==> src/hw/rtl/knn_pkg.sv <==
// Shared constants, types and codes of the k-nearest-neighbor classifier.
package knn_pkg;

	localparam int STORE_DEPTH   = 128;
	localparam int MAX_NEIGHBORS = 15;
	localparam int FEATURE_BITS  = 12;
	localparam int NUM_FEATURES  = 4;
	localparam int NUM_CLASSES   = 3;
	localparam int DEFAULT_CLASS = 1;
	localparam int K_RESET       = 3;

	localparam int FIELD_W    = 12;
	localparam int LABEL_W    = 2;
	localparam int OP_W       = 2;
	localparam int K_W        = 4;
	localparam int IDX_W      = (STORE_DEPTH > 1) ? $clog2(STORE_DEPTH) : 1;
	localparam int COUNT_W    = $clog2(STORE_DEPTH + 1);
	localparam int SLOT_W     = (MAX_NEIGHBORS > 1) ? $clog2(MAX_NEIGHBORS) : 1;
	localparam int VOTE_W     = $clog2(MAX_NEIGHBORS + 1);
	localparam int DIST_W     = 2 * FEATURE_BITS + 2;
	localparam int FSEL_W     = $clog2(NUM_FEATURES);
	localparam int FCNT_W     = $clog2(NUM_FEATURES + 1);
	localparam int ENTRY_W    = NUM_FEATURES * FEATURE_BITS + LABEL_W;
	localparam int IN_DATA_W  = 56;
	localparam int OUT_DATA_W = 8;

	typedef enum logic [OP_W-1:0] {
		OP_LOAD  = 2'd0,
		OP_QUERY = 2'd1,
		OP_CLEAR = 2'd2
	} op_t;

	typedef enum logic [2:0] {
		S_IDLE,
		S_SCAN,
		S_DIFF,
		S_INSERT,
		S_VOTE,
		S_DONE
	} state_t;

	typedef struct packed {
		logic clr;
		logic step;
	} dist_ctl_t;

endpackage

==> src/hw/rtl/knn_dist.sv <==
// Squared distance unit: one feature difference squared and accumulated per step.
module knn_dist (
	input  logic                                clk,
	input  logic                                arst_n,
	input  knn_pkg::dist_ctl_t                  ctl,
	input  logic [knn_pkg::FEATURE_BITS-1:0]    a,
	input  logic [knn_pkg::FEATURE_BITS-1:0]    b,
	output logic [knn_pkg::DIST_W-1:0]          dist_sum
);

	logic [knn_pkg::FEATURE_BITS-1:0]   diff;
	logic [2*knn_pkg::FEATURE_BITS-1:0] prod_s1;
	logic                               pv_s1;
	logic [knn_pkg::DIST_W-1:0]         acc_q;

	assign diff = (a >= b) ? (a - b) : (b - a);

	always_ff @(posedge clk or negedge arst_n) begin
		if (!arst_n) begin
			pv_s1 <= 1'b0;
		end else begin
			pv_s1 <= ctl.step;
		end
	end

	always_ff @(posedge clk) begin
		prod_s1 <= diff * diff;
		if (ctl.clr) begin
			acc_q <= '0;
		end else if (pv_s1) begin
			acc_q <= acc_q + knn_pkg::DIST_W'(prod_s1);
		end
	end

	assign dist_sum = acc_q;

endmodule

==> config.mk <==
export PLATFORM = sky130hd
export DESIGN_NAME = knn_dist
export DESIGN_NICKNAME = d
export VERILOG_FILES = /design/src/hw/rtl/knn_pkg.sv /design/src/hw/rtl/knn_dist.sv
export SDC_FILE = /design/constraint.sdc
export NUM_CORES = 1
export LEC_CHECK = 0
export BUFFER_PORTS_ARGS = -buffer_cell sky130_fd_sc_hd__buf_4
export CORE_UTILIZATION = 40
export DETAILED_ROUTE_END_ITERATION = 12
export PLACE_DENSITY = 0.64
export REMOVE_ABC_BUFFERS = 1
export SYNTH_ARGS = -nofsm -noshare
export SYNTH_HDL_FRONTEND = slang
export SYNTH_SLANG_ARGS = --single-unit
==> constraint.sdc <==
create_clock -name clk -period 2.3 [get_ports clk]
set_clock_uncertainty 0.2 [all_clocks]
set_input_delay 0.69 -clock clk [delete_from_list [all_inputs] [get_ports clk]]
set_output_delay 0.69 -clock clk [all_outputs]
set_load 0.1 [all_outputs]
==> metrics.txt <==
# TYPE chip_impl_metric gauge
chip_impl_info{name="status",value="finished with violations"} 1
chip_impl_info{name="failing_checks",value="setup timing"} 1
chip_impl_info{name="timing.critical_path.max_delay_family",value="adder cells"} 1
chip_impl_metric{name="grt_residual_overflow",unit=""} 0
chip_impl_metric{name="starting_density",unit=""} 0.4074
chip_impl_info{name="min_to",value="pv_s1"} 1
chip_impl_metric{name="final_hold_viol_count",unit=""} 0
chip_impl_info{name="post-synth-top-area-cell",value="sky130_fd_sc_hd__fa_1"} 1
chip_impl_metric{name="nFillCells",unit=""} 1497
chip_impl_metric{name="yosysWarningCount",unit=""} 0
chip_impl_info{name="most_repeated_library_cell_on_the_critical_path",value="sky130_fd_sc_hd__fa_1"} 1
chip_impl_metric{name="placed_cells_incl_taps",unit=""} 1371
chip_impl_metric{name="die_width",unit="um"} 139.8
chip_impl_metric{name="syn_to_final_growth",unit="%"} 50.32
chip_impl_metric{name="finalWirelength",unit="um"} 19540
chip_impl_metric{name="grt_first_pass_wirelength",unit="um"} 32710
chip_impl_metric{name="layout.nets",unit=""} 1403
chip_impl_metric{name="route.detailed.wl_per_inst",unit="um"} 13.74
chip_impl_metric{name="postLayoutSetupSlackWorst",unit="ns"} -4.741
chip_impl_metric{name="number_of_buffers_between_clock_root_and_the_deepest_sink",unit=""} 2
chip_impl_metric{name="synth_top_area_frac",unit=""} 0.2214
chip_impl_metric{name="worst_reg_to_reg_cells",unit=""} 9
chip_impl_metric{name="cap_viol_max_count",unit=""} 0
chip_impl_metric{name="drc",unit=""} 0
chip_impl_info{name="critical_path.reg2reg.endpoint",value="dist_sum[23]"} 1
chip_impl_info{name="synth_top_flop_cell",value="sky130_fd_sc_hd__dfxtp_1"} 1
chip_impl_metric{name="crit_arrival",unit="ns"} 7.03
chip_impl_metric{name="fmax",unit="MHz"} 142.0
chip_impl_info{name="tritoncts",value="yes"} 1
chip_impl_info{name="timing.critical_path.from_type",value="input pin"} 1
chip_impl_metric{name="postSynthCellCount",unit=""} 883
chip_impl_metric{name="post_synthesis_cell_area",unit="sq um"} 7596
chip_impl_metric{name="largest_fanout_on_the_critical_path",unit=""} 7
chip_impl_metric{name="drt.antenna.violating_nets",unit=""} 0
chip_impl_metric{name="post-dp-hpwl",unit="um"} 14700
chip_impl_metric{name="synth.avg_cell_area",unit="sq um"} 8.603
chip_impl_metric{name="post-route-period-util",unit=""} 3.062
chip_impl_metric{name="numCtsBuffers",unit=""} 5
chip_impl_metric{name="track_usage",unit=""} 0.2018
chip_impl_metric{name="routed_via_density",unit=""} 4.894
chip_impl_metric{name="max_transition_margin",unit=""} 0.7150
chip_impl_metric{name="rrSetupSlack",unit="ns"} -0.17
chip_impl_metric{name="clkSlewWorstSetupHoldPaths",unit="ns"} 0.07
chip_impl_metric{name="clk-insertion-delay-late",unit="ns"} 0.29
chip_impl_metric{name="metal3_wl",unit="um"} 383
chip_impl_metric{name="tritoncts_num_sinks",unit=""} 50
chip_impl_info{name="crit_path_top_delay_cell",value="sky130_fd_sc_hd__fa_1"} 1
chip_impl_metric{name="route.met2.wl",unit="um"} 10370
chip_impl_metric{name="vias",unit=""} 6959
chip_impl_metric{name="multiInputGateArea",unit="sq um"} 6770
chip_impl_metric{name="dpl_worst_slack",unit="ns"} -5.578
chip_impl_metric{name="synth-async-reset-ratio",unit=""} 0.02000
chip_impl_metric{name="die-height",unit="um"} 139.8
chip_impl_metric{name="detail_route.first_pass.iterations",unit=""} 5
chip_impl_metric{name="antenna_cells_inserted",unit=""} 0
chip_impl_metric{name="ys_ff_latch",unit=""} 50
chip_impl_info{name="clock_tree.root_cell",value="sky130_fd_sc_hd__clkbuf_16"} 1
chip_impl_metric{name="core-area",unit="sq um"} 18640
chip_impl_metric{name="floorplan.die_area",unit="sq um"} 19550
chip_impl_metric{name="crit_buf_inv",unit=""} 8
chip_impl_metric{name="first_global_vias",unit=""} 7302
chip_impl_metric{name="synth_seq_area_share",unit=""} 0.1324
chip_impl_metric{name="drv_slew",unit=""} 0
chip_impl_metric{name="antenna_violations_before_repair",unit=""} 0
chip_impl_metric{name="grt_max_degree",unit=""} 16
chip_impl_metric{name="timing.final.crit_period",unit="ns"} 7.041
chip_impl_metric{name="drt-met1-wl",unit="um"} 8359
chip_impl_metric{name="critical_path_depth",unit=""} 31
chip_impl_metric{name="worst_path_largest_cell_delay",unit="ns"} 0.50
chip_impl_metric{name="sequential_cell_area",unit="sq um"} 1027
chip_impl_metric{name="gp_congestion",unit=""} 0.8646
chip_impl_info{name="synth_top_cells_by_area",value="sky130_fd_sc_hd__fa_1 22%, sky130_fd_sc_hd__ha_1 17%, sky130_fd_sc_hd__dfxtp_1 13%"} 1
chip_impl_metric{name="drt_iter0_markers",unit=""} 197
chip_impl_metric{name="setup_violations",unit=""} 31
chip_impl_info{name="setup.worst_path.start",value="b[0]"} 1
chip_impl_info{name="highest-signal-layer",value="met4"} 1
chip_impl_info{name="critical_path_class",value="input pin to flop"} 1
chip_impl_info{name="grt_setup_unrepaired",value="yes"} 1
chip_impl_metric{name="holdPathStages",unit=""} 1
chip_impl_metric{name="postLayoutCoreUtil",unit=""} 0.6125
chip_impl_metric{name="clock_tree.htree_level_count",unit=""} 2
chip_impl_metric{name="rows",unit=""} 50
chip_impl_metric{name="floorplan.io_pins",unit=""} 54
chip_impl_info{name="timing.critical_path.to_type",value="flop"} 1
chip_impl_info{name="worstHoldStart",value="ctl[0]"} 1
chip_impl_metric{name="timing.critical_path.required",unit="ns"} 2.29
chip_impl_metric{name="drive_gt1_frac",unit=""} 0.4293
chip_impl_metric{name="hold_ws",unit="ns"} 0.3039
chip_impl_metric{name="final_cells",unit=""} 1422
chip_impl_info{name="worst_r2r_startpoint",value="dist_sum[16]"} 1
chip_impl_info{name="timing.hold.worst.class",value="input pin to flop"} 1
chip_impl_metric{name="port_buffers",unit=""} 53
chip_impl_metric{name="number_of_different_library_cells_in_the_post_synthesis_netlist",unit=""} 64
chip_impl_metric{name="synth_enable_flop_cells",unit=""} 0
chip_impl_metric{name="slew_worst_pin",unit="ns"} 0.4276
[cell usage in the layout (no fill, tap or decap), types with 6 or more instances in the layout]
| cell type | synthesis | final |
|---|---|---|
| sky130_fd_sc_hd__o21a_1 | 8 | 8 |
| sky130_fd_sc_hd__nand2_2 | 1 | 6 |
| sky130_fd_sc_hd__nor3_1 | 10 | 7 |
| sky130_fd_sc_hd__xnor2_1 | 35 | 32 |
| sky130_fd_sc_hd__o21bai_1 | 8 | 8 |
| sky130_fd_sc_hd__fa_1 | 84 | 77 |
| sky130_fd_sc_hd__o21ai_0 | 22 | 13 |
| sky130_fd_sc_hd__nand4_1 | 7 | 7 |
| sky130_fd_sc_hd__or2_4 | 0 | 9 |
| sky130_fd_sc_hd__nor2b_1 | 7 | 7 |
| sky130_fd_sc_hd__dfxtp_1 | 49 | 36 |
| sky130_fd_sc_hd__buf_6 | 2 | 28 |
| sky130_fd_sc_hd__nand2b_1 | 9 | 8 |
| sky130_fd_sc_hd__ha_4 | 0 | 28 |
| sky130_fd_sc_hd__a21o_1 | 21 | 21 |
| sky130_fd_sc_hd__and3_1 | 6 | 6 |
| sky130_fd_sc_hd__xor2_1 | 12 | 12 |
| sky130_fd_sc_hd__nor2_1 | 103 | 89 |
| sky130_fd_sc_hd__buf_4 | 0 | 291 |
| sky130_fd_sc_hd__dfxtp_2 | 0 | 11 |
| sky130_fd_sc_hd__nor2_4 | 1 | 7 |
| sky130_fd_sc_hd__inv_1 | 161 | 145 |
| sky130_fd_sc_hd__ha_1 | 104 | 70 |
| sky130_fd_sc_hd__a21oi_2 | 1 | 23 |
| sky130_fd_sc_hd__o21ai_2 | 0 | 6 |
| sky130_fd_sc_hd__a31oi_1 | 10 | 6 |
| sky130_fd_sc_hd__nand3_1 | 9 | 6 |
| sky130_fd_sc_hd__a21oi_1 | 47 | 23 |
| sky130_fd_sc_hd__nor2_2 | 0 | 8 |
| sky130_fd_sc_hd__fa_2 | 0 | 7 |
| sky130_fd_sc_hd__nand2_1 | 36 | 31 |
| sky130_fd_sc_hd__inv_2 | 4 | 19 |
| sky130_fd_sc_hd__mux2i_1 | 25 | 22 |
| sky130_fd_sc_hd__ha_2 | 0 | 6 |
[synth_stat cells, drive strengths merged, types with 3 or more instances]
cell type and instances:
o21bai 8, nand3 9, a21oi 49, buf 11, xor2 15, a31oi 10, xnor2 37, dfxtp 49
clkbuf 14, o211ai 4, or2 15, nand2 37, mux2i 26, o31ai 3, inv 165, a211oi 8
nand2b 9, a211o 5, nand4 7, o21ai 25, nor3 10, nor3b 3, a21o 21, nand3b 3
nor2b 7, ha 104, and4 3, o21a 8, nor2 104, fa 84, and3 6
[per-stage QoR]
| step | setup TNS [ns] | cell area (sq um) |
|---|---|---|
| 6_report | -84.13 | 11420 |
| 5_1_grt | -90.33 | 11420 |
| 4_1_cts | -84.48 | 11060 |
| 3_5_place_dp | -102.15 | 9866 |
| 3_3_place_gp | -99.50 | 9866 |
| 2_1_floorplan | -104.85 | 7478 |
[worst max-delay path by stage]
stage                             end
after global routing      prod_s1[22]
after detailed placement  prod_s1[23]
after floorplan           prod_s1[23]
after global placement    prod_s1[20]
final                     prod_s1[22]
after CTS                 prod_s1[22]
[logic make-up (layout without fill, tap and decap cells)]
logic type               Yosys count  count (layout)  synth area share
AO/OA/AOI/OAI                    157             157            0.1384
buffers and inverters            190             495           0.09702
multiplexers                      28              28           0.03887
adder cells (fa/ha/maj)          188             188            0.3927
XOR/XNOR                          52              52           0.06638
flip-flops                        50              50            0.1324
AND/OR/NAND/NOR                  218             218            0.1342
[worst register-to-register path, cell delays in order, from the launching register on]
cell and delay (ns):
sky130_fd_sc_hd__dfxtp_1 0.34, sky130_fd_sc_hd__ha_1 0.33, sky130_fd_sc_hd__a21oi_2 0.16, sky130_fd_sc_hd__o21bai_1 0.07
sky130_fd_sc_hd__a21o_1 0.19, sky130_fd_sc_hd__a21oi_1 0.16, sky130_fd_sc_hd__o21a_1 0.16, sky130_fd_sc_hd__o31ai_2 0.08
sky130_fd_sc_hd__and3_1 0.16, sky130_fd_sc_hd__or4_1 0.50
[registers in the layout, summed over array words and instances, names as in the netlist]
register	count
pv_s1	1
prod_s1	23
dist_sum	26
[metal layers]
layer / vias up / global-route usage
met5: - / 0
met4: 0 / 0.06998
met3: 35 / 0.01549
met2: 113 / 0.3797
met1: 3330 / 0.2393
li1: 3481 / -
[area by class of cell]
type	instances	area share
inverter	165	0.05446
timing repair buffer	322	0.2224
tap	234	0.02564
sequential	50	0.08996
multi-input combinational	643	0.5929
clock inverter	2	0.003287
clock buffer	6	0.01129
[timing repair]
item	4_1_cts	5_1_grt
endpoints found under the hold margin	1	0
endpoints found under the setup margin	34	35
hold buffers	1	0
buffers inserted	42	8
pin swaps	108	63
resized for setup	161	76
Power is not shown: default switching activity piles up to over one toggle a cycle in this logic, so the estimate is an artifact.
